$ cat src/design/sdrt_pkg.sv
package sdrt_pkg;

  localparam int MAX_DEVICES = 16;
  localparam int IDX_W = (MAX_DEVICES > 1) ? $clog2(MAX_DEVICES) : 1;
  localparam int CNT_W = $clog2(MAX_DEVICES + 1);
  localparam logic signed [7:0] STRENGTH_CEIL = 8'sd127;
  localparam int NUM_W = 26;
  localparam int MAG_W = 24;
  localparam int DVS_W = 17;

  typedef enum logic [2:0] {
    ACT_UPDATED  = 3'd0,
    ACT_INSERTED = 3'd1,
    ACT_REPLACED = 3'd2,
    ACT_DROPPED  = 3'd3,
    ACT_CLEARED  = 3'd4
  } action_t;

  typedef struct packed {
    logic              command;
    logic [47:0]       device_address;
    logic signed [7:0] signal_strength;
  } in_item_t;

  typedef struct packed {
    action_t           action;
    logic [3:0]        slot;
    logic signed [7:0] average_strength;
    logic [15:0]       sightings;
    logic [4:0]        entry_count;
  } out_item_t;

  typedef struct packed {
    logic              valid;
    logic [47:0]       addr;
    logic signed [7:0] strength;
    logic              hit;
    logic [IDX_W-1:0]  hit_idx;
    logic signed [7:0] hit_str;
    logic [15:0]       hit_cnt;
    logic              best_found;
    logic signed [7:0] best_val;
    logic [IDX_W-1:0]  best_idx;
  } probe_t;

  typedef struct packed {
    logic              en;
    logic              clear;
    logic [IDX_W-1:0]  idx;
    logic [47:0]       addr;
    logic signed [7:0] strength;
    logic [15:0]       cnt;
  } cell_wr_t;

endpackage

$ cat src/design/sdrt_div.sv
module sdrt_div (
  input  logic                       clk,
  input  logic                       rst_n,
  input  logic                       start,
  input  logic [sdrt_pkg::MAG_W-1:0] dividend,
  input  logic [sdrt_pkg::DVS_W-1:0] divisor,
  output logic                       done,
  output logic [sdrt_pkg::MAG_W-1:0] quotient
);
  import sdrt_pkg::*;

  logic [MAG_W-1:0] dvd_r;
  logic [DVS_W-1:0] dvs_r;
  logic [DVS_W-1:0] rem_r;
  logic [4:0]       cnt_r;
  logic             run_r;
  logic             done_r;
  logic [DVS_W:0]   rem_sh;
  logic             take;

  assign rem_sh = {rem_r, dvd_r[MAG_W-1]};
  assign take   = rem_sh >= {1'b0, dvs_r};

  always_ff @(posedge clk) begin
    if (!rst_n) begin
      run_r  <= 1'b0;
      done_r <= 1'b0;
      cnt_r  <= '0;
    end else begin
      done_r <= 1'b0;
      if (start) begin
        run_r <= 1'b1;
        cnt_r <= 5'(MAG_W - 1);
      end else if (run_r) begin
        cnt_r <= cnt_r - 5'd1;
        if (cnt_r == 5'd0) begin
          run_r  <= 1'b0;
          done_r <= 1'b1;
        end
      end
    end
  end

  always_ff @(posedge clk) begin
    if (start) begin
      dvd_r <= dividend;
      dvs_r <= divisor;
      rem_r <= '0;
    end else if (run_r) begin
      rem_r <= take ? DVS_W'(rem_sh - {1'b0, dvs_r}) : rem_sh[DVS_W-1:0];
      dvd_r <= {dvd_r[MAG_W-2:0], take};
    end
  end

  assign done     = done_r;
  assign quotient = dvd_r;

endmodule

$ cat config.mk
export PLATFORM = sky130hd
export DESIGN_NAME = sdrt_div
export DESIGN_NICKNAME = d
export VERILOG_FILES = /design/src/design/sdrt_pkg.sv /design/src/design/sdrt_div.sv
export SDC_FILE = /design/constraint.sdc
export NUM_CORES = 1
export LEC_CHECK = 0
export BUFFER_PORTS_ARGS = -buffer_cell sky130_fd_sc_hd__buf_2
export CORE_MARGIN = 4
export CORE_UTILIZATION = 30
export DETAILED_ROUTE_END_ITERATION = 8
export HOLD_SLACK_MARGIN = 0.06
export SKIP_CTS_REPAIR_TIMING = 1
export SLEW_MARGIN = 20
export SYNTH_ARGS = -nofsm -noshare
export SYNTH_HDL_FRONTEND = slang
export SYNTH_SLANG_ARGS = --single-unit
$ cat constraint.sdc
create_clock -name clk -period 2.7 [get_ports clk]
set_input_delay 0.405 -clock clk [delete_from_list [all_inputs] [get_ports clk]]
set_output_delay 0.405 -clock clk [all_outputs]
set_load 0.1 [all_outputs]
==> flow_summary.yaml, run 1 <==
worst_setup_path:
  cp-end-kind: "register"
  cp.arrival_ps: 2820
  critPathKind: "register to register"
  worstRegToRegCells: 11
  cp-start-kind: "register"
  cp_max_fo: 15
  reg2reg_setup_slack_ps: 120
  timing.rr.start: "quotient[23]"
  crit_required_ps: 2940
  r2r_end: "rem_r[0]"
timing:
  fin_crit_sh_pct: 95.7
  setup_viol: 0
  rsz0062_at_grt: "true"
  tns_ps: 0
  finalWorstSetupSlack_ps: 115
  skew_ps: 7.72
  final.min_clock_period_ps: 2580
  finalHoldViolCount: 0
  max_freq_ghz: 0.387
  worst_slew_pin_slew_ps: 621
  drv_slew: 0
  slew_headroom_pct: 58.6
finish:
  final_layout_size_suffix_gt1_share_pct: 33.1
  fin_area_mm2: 0.00442
  final_cell_mix: "68 x buf_2, 41 x edfxtp_1, 24 x inv_1, 24 x dfxtp_1, 23 x mux2_2"
  syn2layout_area_growth_pct: 23.6
  diodes: 0
  fin_nets: 464
  layout_commonest_cell: "buf_2"
  stdcell_count: 548
yosys:
  yosys.area_share.simple_pct: 11.3
  synth.avg_cell_area_um2: 11.0
  synth_mux_area_share_pct: 9.19
  synthXorXnorAreaFrac_pct: 3.91
  synthFlopType: "edfxtp_1"
  ys_seq_area_share_pct: 47.8
  yosysTopAreaCell: "edfxtp_1"
  yosys.area_share.adder_pct: 7.20
  synth_compound_area_share_pct: 15.7
  syn_inst: 324
  synth_top_family_by_area: "compound AO/OA/AOI/OAI gates"
  synthTopCellsByArea: "edfxtp_1 34%, dfxtp_1 13%, mux2_2 7.2%, ha_1 6.6%, inv_1 2.6%"
  synth_edf_count: 41
  synth_cell_types: 57
  yosysWarnings: 0
  synth_fp_nets: 388
  synth_area_mm2: 0.00358
  synth_seq_cells: 65
  yosys.area.top_type_share_pct: 34.4
  synth-async-reset-ratio_pct: 0
floorplanning:
  die_x_um: 117
  design.core.area_mm2: 0.0116
  ioPinCount: 69
  start_util_pct: 31.0
  core.rowCount: 39
  die_area_mm2: 0.0137
  die_height_um: 117
place:
  port-buffer-count: 68
  dpl.hpwl_mm: 6.05
  dpl.cell_count: 532
  gp_congestion: 0.849
  placed_cell_area_mm2: 0.00412
  pre_cts_ws_ps: 106
run_status:
  status: "finished clean"
clock_tree:
  clockBufferDepth: 2
  cts_buffers: 9
  clock_sinks: 65
  insertion_delay_ps: 330
  htree_num_levels: 3
  tritoncts: "yes"
  clk_pin_slew_ps: 60
  ctsRootBufferMaster: "clkbuf_16"
global_routing:
  grt_usage_pct: 12.6
  grt_pass1_vias: 2784
  grt-ovfl-total: 0
  antenna_found_initial: 0
  grt_start_max_net_pins: 30
  grt_pass1_wl_mm: 13.5
power:
  p_comb_share_pct: 23.0
  clkPwrFrac_pct: 38.6
  vdd_drop_max_mv: 0.374
  power_density_mw_per_mm2: 699
  seqPwrFrac_pct: 38.4
  total_power_mw: 3.09
  p_sw_mw: 1.02
  p_leak_nw: 1.93
  swShare_pct: 32.9
  p_int_mw: 2.07
routing:
  drt_pass1_iterations: 4
  viasPerCell: 5.03
  vias: 2754
  wl_mm: 8.29
  final_antenna_net_count: 0
  routedWlPerCell_um: 15.1
  drcViolationCount: 0
  drt_iter0_drc: 118
worst_hold_path:
  hold-path-cell-count: 1
  min_path_type: "input pin to register"
  hold_path_end: "dvs_r[9]"
  min_from: "divisor[9]"
flow_run:
  drv_cap: 0
## power groups by stage
stage | sequential [mW] | clock (mW) | combinational [mW]
after floorplan | 1.48 | 0 | 0.283
after global placement | 1.21 | 0 | 0.704
after detailed placement | 1.21 | 0 | 0.710
after CTS | 1.19 | 1.22 | 0.711
after global routing | 1.20 | 1.27 | 0.761
final | 1.19 | 1.19 | 0.710
## per-layer routing
layer	wire [um]	track usage (%)
met1	3860	16.3
met2	3690	19.3
met3	666	5.50
met4	71	2.98
met5	0	0
## cell type report
cell class	instances	area, um^2
Fill cell	1114	7140
Sequential cell	65	1710
Multi-Input combinational cell	219	1700
Timing Repair Buffer	80	434
Clock buffer	9	225
Tap cell	143	179
Inverter	25	93.8
Clock inverter	7	76.3
## critical path, cell delays in order (launching register included)
cell and delay [ps]:
edfxtp_1 380, inv_1 80, ha_2 180, inv_2 40, fa_2 350, a21o_1 210
a221oi_4 290, o211ai_2 130, a211oi_4 270, buf_4 250, nand2_2 70, a311oi_2 230
## worst max-delay path by stage
stage                     cells past startpoint    startpoint  slack, ps        to
after floorplan                              12  quotient[23]       -250  rem_r[0]
after global placement                       11  quotient[23]        230  rem_r[6]
after detailed placement                     11  quotient[23]        110  rem_r[6]
after CTS                                    11  quotient[23]        100  rem_r[6]
after global routing                         11  quotient[23]         -9  rem_r[0]
final                                        11  quotient[23]        120  rem_r[0]
## cell usage after synthesis, types with 7 or more instances
master	instances
edfxtp_1	41
dfxtp_1	24
inv_1	25
xor2_1	10
ha_1	19
nand2_1	14
clkbuf_1	8
nor2_1	22
a21oi_1	18
a32oi_1	7
mux2i_1	7
mux2_2	23
o21ai_0	11
## sequential cells by signal, indices dropped and copies added, names as in the netlist
register,count
quotient,24
dvs_r,17
rem_r,17
cnt_r,5
done,1
run_r,1
## cell families (layout without fill, tap and decap cells)
group | Yosys count | after routing
AND/OR/NAND/NOR | 78 | 78
AO/OA/AOI/OAI | 75 | 75
flip-flops | 65 | 65
buffers and inverters | 40 | 121
multiplexers | 30 | 30
adder cells (fa/ha/maj) | 20 | 20
XOR/XNOR | 16 | 16
## per-stage QoR
step,utilization [%],hold WS [ps]
after floorplan,-,445
after global placement,35.6,457
after detailed placement,35.6,467
after CTS,38.2,234
after global routing,38.2,233
final,38.2,245
(Power assumes the default switching activity.)
==> run 2, diff against run 1 <==
--- a/config.mk
+++ b/config.mk
@@ -5,9 +5,11 @@
 export SDC_FILE = /design/constraint.sdc
 export NUM_CORES = 1
 export LEC_CHECK = 0
+export ABC_AREA = 1
 export BUFFER_PORTS_ARGS = -buffer_cell sky130_fd_sc_hd__buf_2
 export CORE_MARGIN = 4
 export CORE_UTILIZATION = 30
+export CTS_BUF_LIST = sky130_fd_sc_hd__clkbuf_2 sky130_fd_sc_hd__clkbuf_4 sky130_fd_sc_hd__clkbuf_8
 export DETAILED_ROUTE_END_ITERATION = 8
 export HOLD_SLACK_MARGIN = 0.06
 export SKIP_CTS_REPAIR_TIMING = 1
==> constraint.sdc (replaced) <==
create_clock -name clk -period 2.7 [get_ports clk]
set_input_delay 0.405 -clock clk [delete_from_list [all_inputs] [get_ports clk]]
set_output_delay 0.405 -clock clk [all_outputs]
set_load 0.005 [all_outputs]
==> run 2 against run 1 <==
  * Sequential cell count did not move
  * Worst setup slack gained 390 ps
  * Global-route usage grew 0.67 points
==> flow_summary.yaml, run 2 <==
run_status:
  status: "finished clean"
finish:
  fin_area_mm2: 0.00458
  final_cell_mix: "196 x nand2_1, 77 x inv_1, 68 x buf_2"
  largest_reg_flops: 24
  syn2layout_area_growth_pct: 20.0
  diodes: 0
  final_core_util_pct: 37.4
  final_layout_size_suffix_gt1_share_pct: 18.4
  layout_commonest_cell: "nand2_1"
  fillerInstances: 1242
  fin_nets: 640
  stdcell_count: 749
yosys:
  synth_compound_area_share_pct: 4.75
  synthXorXnorAreaFrac_pct: 1.60
  synth_mux_area_share_pct: 0
  yosys.area.top_type_share_pct: 32.2
  syn_inst: 502
  synthFlopType: "edfxtp_1"
  yosysTopAreaCell: "edfxtp_1"
  synth.most_common_cell: "nand2_1"
  synth-async-reset-ratio_pct: 0
  synthTopCellsByCount: "196 x nand2_1, 77 x inv_1, 41 x edfxtp_1"
  synth_cell_types: 34
  synth_area_mm2: 0.00382
  synth_top_family_by_area: "simple AND/OR/NAND/NOR gates"
  synth_edf_count: 41
  synth_seq_cells: 65
  synth.avg_cell_area_um2: 7.61
  synth_fp_nets: 566
  synthTopCellsByArea: "edfxtp_1 32%, nand2_1 19%, dfxtp_1 13%, inv_1 7.6%, ha_1 6.2%"
  ys_seq_area_share_pct: 44.8
  yosys.area_share.simple_pct: 31.9
  yosys.area_share.adder_pct: 6.75
  yosysWarnings: 0
global_routing:
  grt_start_max_net_pins: 29
  grt_pass1_vias: 3283
  grt-ovfl-total: 0
  met3_usage_pct: 3.27
  grtUsageMet1_pct: 17.2
  busiest_layer: "met2"
  antenna_found_initial: 0
  grt_pass1_wl_mm: 15.5
  grt_usage_pct: 13.2
  met2_usage_pct: 21.2
timing:
  drv_slew: 0
  hold_slack_ps: 230
  fin_crit_sh_pct: 81.4
  worst_slew_pin_slew_ps: 730
  setup_viol: 0
  rsz0062_at_grt: "false"
  tns_ps: 0
  max_freq_ghz: 0.455
  slew_headroom_pct: 51.0
  finalHoldViolCount: 0
  final.min_clock_period_ps: 2200
  skew_ps: 10.1
worst_setup_path:
  cp-start-kind: "register"
  cp_max_fo: 16
  cp.arrival_ps: 2470
  critPathSlowestCell: "fa_1"
  timing.rr.start: "quotient[23]"
  cp-end-kind: "register"
  crit_path_cell_trace: "inv_1, ha_1, inv_1, fa_1, nand3_1, nand3_2, nand2_2, nand2_2, nand2_1, nand3_1, o21ai_0"
  critPathKind: "register to register"
  startpoint: "quotient[23]"
  crit_required_ps: 2970
  max_stage_delay_ps: 440
floorplanning:
  start_util_pct: 31.2
  die_x_um: 121
  die_height_um: 121
  core.rowCount: 40
  design.core.area_mm2: 0.0123
  ioPinCount: 69
  die_area_mm2: 0.0146
routing:
  drcViolationCount: 0
  vias: 3355
  drt_iter0_drc: 200
  drt_pass1_iterations: 6
  viasPerCell: 4.48
  wl_mm: 9.47
  routedWlPerCell_um: 12.6
  final_antenna_net_count: 0
power:
  p_sw_mw: 0.653
  power_density_mw_per_mm2: 555
  vdd_drop_max_mv: 0.282
  p_int_mw: 1.89
  swShare_pct: 25.7
  p_leak_nw: 2.36
  seqPwrFrac_pct: 46.0
  p_comb_share_pct: 12.9
  clkPwrFrac_pct: 41.0
clock_tree:
  tritoncts: "yes"
  cts_buffers: 9
  ctsRootBufferMaster: "clkbuf_8"
  clk_pin_slew_ps: 80
  clockBufferDepth: 2
  insertion_delay_ps: 350
  htree_num_levels: 3
  clock_sinks: 65
worst_hold_path:
  min_from: "divisor[11]"
  min_path_type: "input pin to register"
place:
  placed_cell_area_mm2: 0.00434
  dpl.cell_count: 733
  port-buffer-count: 68
  dpl.hpwl_mm: 6.92
  gp_congestion: 0.947
flow_run:
  drv_cap: 0
run 2: cell types whose count changed after synthesis, moves of 7 or more:
| cell | before | now |
|---|---|---|
| nand3_1 | 6 | 38 |
| mux2i_1 | 7 | 0 |
| nand3b_1 | 0 | 9 |
| inv_1 | 25 | 77 |
| mux2_2 | 23 | 0 |
| xor2_1 | 10 | 1 |
| a32oi_1 | 7 | 0 |
| nand2_1 | 14 | 196 |
run 2: through the flow:
step | power [mW] | worst slack, ps
after global placement | 1.52 | 572
after detailed placement | 1.52 | 527
after floorplan | 1.38 | 737
final | 2.54 | 501
after global routing | 2.67 | 339
after CTS | 2.58 | 499
run 2: power by group through the flow:
| stage | Clock, mW | Sequential (mW) | Combinational [mW] |
|---|---|---|---|
| CTS | 1.07 | 1.17 | 0.330 |
| detailed placement | 0 | 1.19 | 0.328 |
| floorplan | 0 | 1.19 | 0.193 |
| finish | 1.04 | 1.17 | 0.329 |
| global route | 1.11 | 1.18 | 0.374 |
| global placement | 0 | 1.19 | 0.325 |
run 2: final timing paths:
check	endpoint	slack [ps]	depth (start not counted)
hold / removal	dvs_r[11]	230	1
setup reg to reg	rem_r[10]	500	11
setup / recovery	rem_r[10]	500	11
hold reg to reg	rem_r[12]	470	2
run 2: final cells by class:
cell class	count	area, um^2	area share (%)
Timing Repair Buffer	75	393	8.57
Multi-Input combinational cell	345	1720	37.5
Tap cell	168	210	4.59
Clock buffer	9	124	2.70
Inverter	80	300	6.55
Sequential cell	65	1710	37.3
Clock inverter	7	125	2.73
run 2: routing by layer:
| metal | wire length (um) | part of all wire [%] | vias to the layer above |
|---|---|---|---|
| met5 | 0 | 0 | - |
| met1 | 4410 | 47 | 1498 |
| met4 | 197 | 2.1 | 0 |
| met2 | 4310 | 46 | 110 |
| met3 | 556 | 5.9 | 17 |
| li1 | - | - | 1730 |
run 2: cells by family (layout without fill, tap and decap cells):
| family | count (synthesis) | in the layout |
|---|---|---|
| flip-flops | 65 | 65 |
| XOR/XNOR | 7 | 7 |
| AO/OA/AOI/OAI | 33 | 33 |
| AND/OR/NAND/NOR | 285 | 285 |
| adder cells (fa/ha/maj) | 20 | 20 |
| buffers and inverters | 92 | 171 |
run 2: critical path: cells and delay by family, from the launching register on:
kind / cells / cell delay [ps]
DFF: 1 / 380
AOI/OAI and AO/OA: 1 / 90
buffers and inverters: 2 / 160
adders and majority gates: 2 / 580
and+or+nand+nor: 6 / 920
