**config.mk**
```make
export PLATFORM = sky130hd
export DESIGN_NAME = sdrt_cell
export DESIGN_NICKNAME = d
export VERILOG_FILES = /design/src/design/sdrt_pkg.sv /design/src/design/sdrt_cell.sv
export SDC_FILE = /design/constraint.sdc
export NUM_CORES = 1
export LEC_CHECK = 0
export ABC_AREA = 1
export BUFFER_PORTS_ARGS = -buffer_cell sky130_fd_sc_hd__clkbuf_2
export CAP_MARGIN = 0
export CORE_MARGIN = 5
export CORE_UTILIZATION = 44
export DETAILED_ROUTE_END_ITERATION = 10
export PLACE_DENSITY = 0.76
export SYNTH_ARGS = -nofsm -noshare
export SYNTH_HDL_FRONTEND = slang
export SYNTH_SLANG_ARGS = --single-unit
```
**constraint.sdc**
```tcl
create_clock -name clk -period 1.7 [get_ports clk]
set_clock_uncertainty 0.15 [all_clocks]
set_input_delay 0.255 -clock clk [delete_from_list [all_inputs] [get_ports clk]]
set_output_delay 0.255 -clock clk [all_outputs]
set_load 0.01 [all_outputs]
```
**src/design/sdrt_pkg.sv**
```systemverilog
package sdrt_pkg;

  localparam int MAX_DEVICES = 16;
  localparam int IDX_W = (MAX_DEVICES > 1) ? $clog2(MAX_DEVICES) : 1;
  localparam int CNT_W = $clog2(MAX_DEVICES + 1);
  localparam logic signed [7:0] STRENGTH_CEIL = 8'sd127;
  localparam int NUM_W = 26;
  localparam int MAG_W = 24;
  localparam int DVS_W = 17;

  typedef enum logic [2:0] {
    ACT_UPDATED  = 3'd0,
    ACT_INSERTED = 3'd1,
    ACT_REPLACED = 3'd2,
    ACT_DROPPED  = 3'd3,
    ACT_CLEARED  = 3'd4
  } action_t;

  typedef struct packed {
    logic              command;
    logic [47:0]       device_address;
    logic signed [7:0] signal_strength;
  } in_item_t;

  typedef struct packed {
    action_t           action;
    logic [3:0]        slot;
    logic signed [7:0] average_strength;
    logic [15:0]       sightings;
    logic [4:0]        entry_count;
  } out_item_t;

  typedef struct packed {
    logic              valid;
    logic [47:0]       addr;
    logic signed [7:0] strength;
    logic              hit;
    logic [IDX_W-1:0]  hit_idx;
    logic signed [7:0] hit_str;
    logic [15:0]       hit_cnt;
    logic              best_found;
    logic signed [7:0] best_val;
    logic [IDX_W-1:0]  best_idx;
  } probe_t;

  typedef struct packed {
    logic              en;
    logic              clear;
    logic [IDX_W-1:0]  idx;
    logic [47:0]       addr;
    logic signed [7:0] strength;
    logic [15:0]       cnt;
  } cell_wr_t;

endpackage

```
**src/design/sdrt_cell.sv**
```systemverilog
module sdrt_cell (
  input  logic                     clk,
  input  logic                     rst_n,
  input  logic [sdrt_pkg::IDX_W-1:0] cell_idx,
  input  logic [sdrt_pkg::CNT_W-1:0] occupied,
  input  sdrt_pkg::cell_wr_t       wr,
  input  sdrt_pkg::probe_t         probe_in,
  output sdrt_pkg::probe_t         probe_out
);
  import sdrt_pkg::*;

  logic [47:0]       addr_r;
  logic signed [7:0] str_r;
  logic [15:0]       cnt_r;
  probe_t            probe_r;
  probe_t            probe_nxt;
  logic              in_use;
  logic              hit_here;
  logic              low_here;

  assign in_use   = CNT_W'(cell_idx) < occupied;
  assign hit_here = !probe_in.hit && in_use && (addr_r == probe_in.addr);
  assign low_here = (str_r < probe_in.best_val) && (str_r < probe_in.strength);

  always_comb begin
    probe_nxt = probe_in;
    if (hit_here) begin
      probe_nxt.hit     = 1'b1;
      probe_nxt.hit_idx = cell_idx;
      probe_nxt.hit_str = str_r;
      probe_nxt.hit_cnt = cnt_r;
    end
    if (low_here) begin
      probe_nxt.best_found = 1'b1;
      probe_nxt.best_val   = str_r;
      probe_nxt.best_idx   = cell_idx;
    end
  end

  always_ff @(posedge clk) begin
    if (!rst_n) begin
      probe_r <= '0;
    end else begin
      probe_r <= probe_nxt;
    end
  end

  always_ff @(posedge clk) begin
    if (!rst_n || wr.clear) begin
      addr_r <= '0;
      str_r  <= '0;
      cnt_r  <= '0;
    end else if (wr.en && wr.idx == cell_idx) begin
      addr_r <= wr.addr;
      str_r  <= wr.strength;
      cnt_r  <= wr.cnt;
    end
  end

  assign probe_out = probe_r;

endmodule

```
==> reports/metrics.cfg, run 1 <==
[run_status]
status = finished with violations
violations = negative setup slack

[timing]
relSlewSlack_pct = 68.4
grt_setup_unrepaired = yes
setup_viol_count_final = 42
fin_ws_ns = -0.279
drv_slew = 0
timing.fmax_ghz = 0.505
hold_viol_final = 0
period_share_pct = 116
worst_pin_slew_ns = 0.473
fin_crit_ns = 1.98

[setup_path]
arrival_ns = 2.19
cp-start-kind = register
cp_num_buf_inv = 2
slowest_delay_ns = 0.33
end_kind = register
required_ns = 1.91
worstPathCellList = xnor2_1 -> nand3_1 -> nor2_1 -> nand2_1 -> nor2_4 -> nand3_4 -> clkbuf_16 -> nand2_2 -> inv_1 -> nor2_1
reg2reg_from = addr_r[32]
crit_slowest_cell = dfxtp_1
setup.worst_path.start = addr_r[32]
critPathKind = register to register
cpMostUsedCell = nor2_1
cp_max_fo = 7
path_delay_family = simple AND/OR/NAND/NOR gates

[logic_synthesis]
avgSynthCellArea_um2 = 6.94
synth_warnings = 0
synth_most_common_cell = nand2_1
async_flop_share_pct = 0
synth_commonest_cells = nand2_1, inv_1, dfxtp_1
synth_top_flop_cell = dfxtp_1
synthDistinctLibCells = 25
synth_edf_count = 0
synth_area_um2 = 7360
yosys.area.top_type = dfxtp_1
synthDominantCellAreaShare_pct = 46.5
seq_area_frac_synth_pct = 46.5
synth_cells = 1061
synth.ff_latch_count = 171
yosys-top-cells-area = dfxtp_1, nand2_1, inv_1
synth_fp_nets = 1266

[cts]
cts.sinks = 171
cts_htree_levels = 4
cts_tree = built
post-cts-setup-buffers = 0
clk_latency_ns = 0.44
numCtsBuffers = 17
cts_buffer_depth = 2
clkTransAtPathRegs_ns = 0.07
clockRootBuffer = clkbuf_16

[grt]
antenna_found_initial = 3
overflow = 0
grtUsageMet1_pct = 29.0
track_usage_pct = 27.3
met2_usage_pct = 49.8
grt_pass1_vias = 8693
grt_first_pass_wirelength_um = 42900
grt_busiest_layer = met2
grt_use_met3_pct = 7.58
grt_max_degree = 98

[layout]
final_nets = 1755
area.growth.synth_to_final_pct = 67.6
drive_gt1_share_pct = 33.0
final_area_um2 = 12300
fillers = 1070

[floorplanning]
die_y_um = 139
floorplan.initialDensity_pct = 44.5
core.rowCount = 47
io_pins = 287
core_um2 = 16500
dieArea_um2 = 19400
die_x_um = 139

[drt]
drc = 0
wl_per_cell_um = 16.0
finalWirelength_um = 28600
ant_nets = 0
drt_first_iter_violations = 515
num_vias = 8632
first_pass_iters = 9
vias_per_cell = 4.84

[min_path]
hold_path_class = input port to register
hold_path_startpoint = wr[42]

[placed_design]
place_area_um2 = 9640
dp_hpwl_um = 16600
preCtsSetupSlack_ns = -0.481
port_buffers = 286
place_congestion = 0.835

[power]
p_leak_uw = 0.00641
power_density_nw_per_um2 = 790
ir_worst_vdd_uv = 671

[flow_run]
maxCapViolCount = 0

registers in the layout (all words and copies together) (netlist names):
signal	flops
probe_out	99
cnt_r	16
addr_r	48
str_r	8
metal layers:
metal  up-vias  routed length [um]
met4         0                1350
met5         -                   0
met2       432               14800
met3       107                2240
met1      3929               10200
li1       4164                   -
path summary, 6_finish.rpt:
| kind | end | slack, ns | cells after the start |
|---|---|---|---|
| setup / recovery | probe_out[21] | -0.28 | 10 |
| hold / removal | addr_r[18] | 0.01 | 3 |
| setup reg to reg | probe_out[21] | -0.28 | 10 |
| hold reg to reg | cnt_r[0] | 0.30 | 2 |
stage by stage:
| step | utilization (%) | hold slack, ns | cells | power, uW | TNS, ns |
|---|---|---|---|---|---|
| 6_report | 74.7 | 0.0124 | 1785 | 9740 | -8.33 |
| 5_1_grt | 74.7 | 0.0213 | 1785 | 10100 | -12.67 |
| 3_3_place_gp | 58.3 | 0.286 | 1586 | 5480 | -20.61 |
| 3_5_place_dp | 58.3 | 0.293 | 1586 | 5510 | -25.27 |
| 2_1_floorplan | - | 0.198 | 1061 | 4890 | -0.354 |
| 4_1_cts | 72.4 | 0.0000195 | 1778 | 9630 | -6.04 |
worst min-delay path, cell delays in order:
cell	delay, ns
clkbuf_2	0.07
o21ai_0	0.09
a21oi_1	0.13
cells in the final DEF, fill, tap and decap left out, types with 2 or more instances in the layout:
cell	n
clkinvlp_4	3
ha_4	6
nand3_2	10
nor2_4	3
clkbuf_2	285
dfxtp_2	9
buf_16	2
nor2_2	17
xor2_1	2
a21oi_1	77
o21ai_0	72
diode_2	3
dfxtp_1	159
nand2_1	227
nand2_4	13
buf_4	54
nand4_1	29
nor3_2	2
nand3_1	8
clkinv_4	3
dfxtp_4	3
inv_2	17
inv_6	5
inv_1	231
buf_12	10
nand3_4	3
xnor2_1	11
a21oi_2	10
nand2_2	21
buf_6	6
or2_0	2
o21ai_1	3
dlygate4sd3_1	159
ha_1	11
nor2_1	52
a21oi_4	6
clkbuf_16	20
where the power goes:
part	internal (uW)	switching, uW	total, uW
registers	4160	54.4	4220
logic	840	856	1700
clock network	2050	1780	3830
cell families after synthesis:
| kind of cell | count (synthesis) | synth area share [%] |
|---|---|---|
| flops | 171 | 46.5 |
| fa+ha+maj | 17 | 2.89 |
| simple gates | 389 | 21.3 |
| compound gates | 171 | 11.7 |
| xor+xnor | 14 | 1.67 |
| buf+inv | 299 | 15.9 |
area by class of cell:
cell class	count	area [um2]	area share (%)
sequential	171	3450	27.9
clock buffer	17	425	3.45
timing repair buffer	519	3820	31.0
clock inverter	14	139	1.13
multi-input combinational	591	3270	26.5
antenna	3	7.51	0.0608
inverter	250	953	7.73
tap	220	275	2.23
repair_timing:
item                                    in CTS  in global routing
gates cloned                                 2                  4
hold endpoints to repair                   159                  0
pin swaps                                   17                 56
endpoints found under the setup margin      42                 42
gates resized for setup                     32                 94
hold buffers                               159                  0
Note: power is estimated with default switching activity, not from simulation.
==> inputs of run 2 (changes only) <==
--- a/config.mk
+++ b/config.mk
@@ -11,7 +11,7 @@
 export CORE_MARGIN = 5
 export CORE_UTILIZATION = 44
 export DETAILED_ROUTE_END_ITERATION = 10
-export PLACE_DENSITY = 0.76
+export PLACE_DENSITY = 0.73
 export SYNTH_ARGS = -nofsm -noshare
 export SYNTH_HDL_FRONTEND = slang
 export SYNTH_SLANG_ARGS = --single-unit
==> constraint.sdc (replaced) <==
create_clock -name clk -period 2.05 [get_ports clk]
set_clock_uncertainty 0.15 [all_clocks]
set_input_delay 0.3075 -clock clk [delete_from_list [all_inputs] [get_ports clk]]
set_output_delay 0.3075 -clock clk [all_outputs]
set_load 0.01 [all_outputs]
==> run 2 against run 1 <==
The run still ends with negative setup slack left. Via count decreased by 12%. Critical path type is now input port to register. Critical endpoint is now probe_out[7]. Highest routed layer is now met5. Largest cell class is now registers. Critical path depth grew 5. Utilization is 11 points lower. Clock-buffer cell count up 1. Sequential cell count unchanged.
==> reports/metrics.cfg, run 2 (synthesized netlist as in run 1, its figures left out) <==
[run_status]
status = finished with violations  ; unchanged
violations = negative setup slack  ; unchanged

[cts]
clk_latency_ns = 0.43  ; was 0.44 ns
cts_tree = built  ; unchanged
cts_buffer_depth = 2  ; unchanged
clockRootBuffer = clkbuf_16  ; unchanged
numCtsBuffers = 17  ; unchanged
cts_htree_levels = 4  ; unchanged
cts.sinks = 171  ; unchanged
clkTransAtPathRegs_ns = 0.07  ; about the same

[drt]
finalWirelength_um = 23400  ; was 28600 um
wl_per_cell_um = 14.5  ; was 16.0 um
drc = 0  ; unchanged
vias_per_cell = 4.70  ; was 4.84
drt_first_iter_violations = 405  ; was 515
num_vias = 7607  ; was 8632
ant_nets = 0  ; unchanged
first_pass_iters = 6  ; was 9

[timing]
hold_viol_final = 0  ; unchanged
fin_ws_ns = -0.166  ; was -0.279 ns
timing.fmax_ghz = 0.451
relSlewSlack_pct = 69.7  ; was 68.4%
worst_pin_slew_ns = 0.455  ; was 0.473 ns
period_share_pct = 108
setup_viol_count_final = 13  ; was 42
drv_slew = 0  ; unchanged
fin_crit_ns = 2.22

[layout]
drive_gt1_share_pct = 24.7  ; was 33.0%
final_area_um2 = 10600  ; was 12300 um2
final_nets = 1591  ; was 1755
final_common_cell = nand2_1  ; was clkbuf_2
layout_common_cells = nand2_1, clkbuf_2, inv_1  ; was clkbuf_2, inv_1, nand2_1
fillers = 1428  ; was 1070
largest_register_ffs = 99  ; unchanged
area.growth.synth_to_final_pct = 43.7  ; was 67.6%

[power]
p_sw_share_pct = 25.2  ; was 27.7%
clockPowerShare_pct = 40.7  ; was 39.3%
power.total_uw = 7690  ; was 9740 uW
power_density_nw_per_um2 = 727  ; was 790 nW/um2
combPwrFrac_pct = 13.8  ; was 17.4%
p_int_uw = 5750  ; was 7050 uW
ir_worst_vdd_uv = 547  ; was 671 uV
p_sw_uw = 1940  ; was 2690 uW
p_leak_uw = 0.00591  ; was 0.00641 uW
seqPwrFrac_pct = 45.5  ; was 43.3%

[setup_path]
critPathKind = input port to register  ; was register to register
cp_max_fo = 10  ; was 7
r2r_setup_slack_ns = 0  ; was -0.28 ns
r2r-end = probe_out[7]  ; was probe_out[21]
cp-start-kind = input port  ; was register
arrival_ns = 2.38  ; was 2.19 ns
required_ns = 2.21  ; was 1.91 ns
reg2reg_depth = 11  ; was 10
reg2reg_from = str_r[7]  ; was addr_r[32]
end_kind = register  ; unchanged

[floorplanning]
core.rowCount = 47  ; unchanged
io_pins = 287  ; unchanged
floorplan.initialDensity_pct = 44.5  ; unchanged
die_x_um = 139  ; unchanged
dieArea_um2 = 19400  ; unchanged
core_um2 = 16500  ; unchanged
die_y_um = 139  ; unchanged

[flow_run]
maxCapViolCount = 0  ; unchanged

[placed_design]
place_area_um2 = 9090  ; was 9640 um2
place_congestion = 0.825  ; was 0.835
port_buffers = 286  ; unchanged
dp_hpwl_um = 15800  ; was 16600 um

[min_path]
whs_path_depth = 3  ; unchanged
hold_path_startpoint = wr[48]  ; was wr[42]
hold_path_class = input port to register  ; unchanged
min_to = addr_r[24]  ; was addr_r[18]

[grt]
overflow = 0  ; unchanged
antenna_found_initial = 3  ; unchanged
track_usage_pct = 22.9  ; was 27.3%
grt_max_degree = 98  ; unchanged
grt_first_pass_wirelength_um = 36400  ; was 42900 um
grt_busiest_layer = met2  ; unchanged
met2_usage_pct = 40.7  ; was 49.8%
grt_use_met3_pct = 7.99  ; was 7.58%
grtUsageMet1_pct = 26.0  ; was 29.0%
grt_pass1_vias = 7369  ; was 8693

[run 2: changes by cell type in the layout (fill, tap and decap cells not counted), moves of 13 or more]
cell	previous run	this run
inv_1	231	248
nand2_1	227	254
nand2_4	13	0
dlymetal6s4s_1	0	25
a21oi_1	77	90
inv_2	17	1
dlygate4sd3_1	159	50
nand2_2	21	7
buf_4	54	14
clkbuf_2	285	251
[run 2: routing by layer]
metal,vias to the layer above,wire [um]
li1,3832,-
met1,3424,9080
met2,302,11900
met3,45,1960
met4,4,516
met5,-,34
[run 2: area by class of cell]
cell class,count,area [um2],share of cell area [%]
Timing Repair Buffer,355,2450,23.2
Tap cell,220,275,2.60
Inverter,250,943,8.92
Multi-Input combinational cell,591,2920,27.6
Clock buffer,18,439,4.15
Antenna cell,1,2.50,0.0237
Sequential cell,171,3420,32.4
Clock inverter,11,120,1.14
[run 2: worst max-delay path by stage]
stage,start,endpoint,slack (ns),cells past startpoint
after CTS,probe_in[43],probe_out[3],0.005,17
after detailed placement,cell_idx[2],probe_out[15],-0.03,11
after global placement,cell_idx[2],probe_out[32],0.01,11
after global routing,probe_in[5],probe_out[3],-0.21,15
final,probe_in[5],probe_out[7],-0.17,15
after floorplan,occupied[2],probe_out[37],0.19,12
[run 2: power groups by stage]
stage	Clock (uW)	Combinational [uW]	Sequential (uW)
after floorplan	0	392	3620
after global placement	0	887	3570
after detailed placement	0	900	3570
after CTS	3180	1020	3500
after global routing	3340	1180	3510
final	3130	1060	3500
[run 2: metrics by stage]
| stage | hold WS, ns | instances | util [%] | TNS [ns] | worst slack, ns |
|---|---|---|---|---|---|
| floorplan | 0.251 | 1061 | - | 0 | 0.188 |
| global placement | 0.289 | 1539 | 55.0 | 0 | 0.0145 |
| detailed placement | 0.295 | 1539 | 55.0 | -0.337 | -0.0256 |
| CTS | 0.000317 | 1641 | 62.8 | 0 | 0.00454 |
| global route | 0.00344 | 1617 | 64.0 | -2.56 | -0.215 |
| finish | 0.00557 | 1617 | 64.0 | -1.62 | -0.166 |
[run 2: what timing repair did]
item,4_1_cts,5_1_grt
buffers inserted,0,1
endpoints found under the hold margin,73,2
hold buffers,73,2
gates resized for setup,0,65
endpoints found under the setup margin,0,42
[run 2: worst max-delay path, cell delays in order]
cell and delay (ns):
dlygate4sd3_1 0.52, clkbuf_2 0.13, inv_1 0.05, ha_1 0.31, nand2_1 0.08, nand2_1 0.07, nand2_1 0.09, nand2_1 0.08
nand2_1 0.09, nand2_1 0.06, nand2_1 0.09, nand2_2 0.09, buf_6 0.15, a21oi_2 0.16, nor2_1 0.08
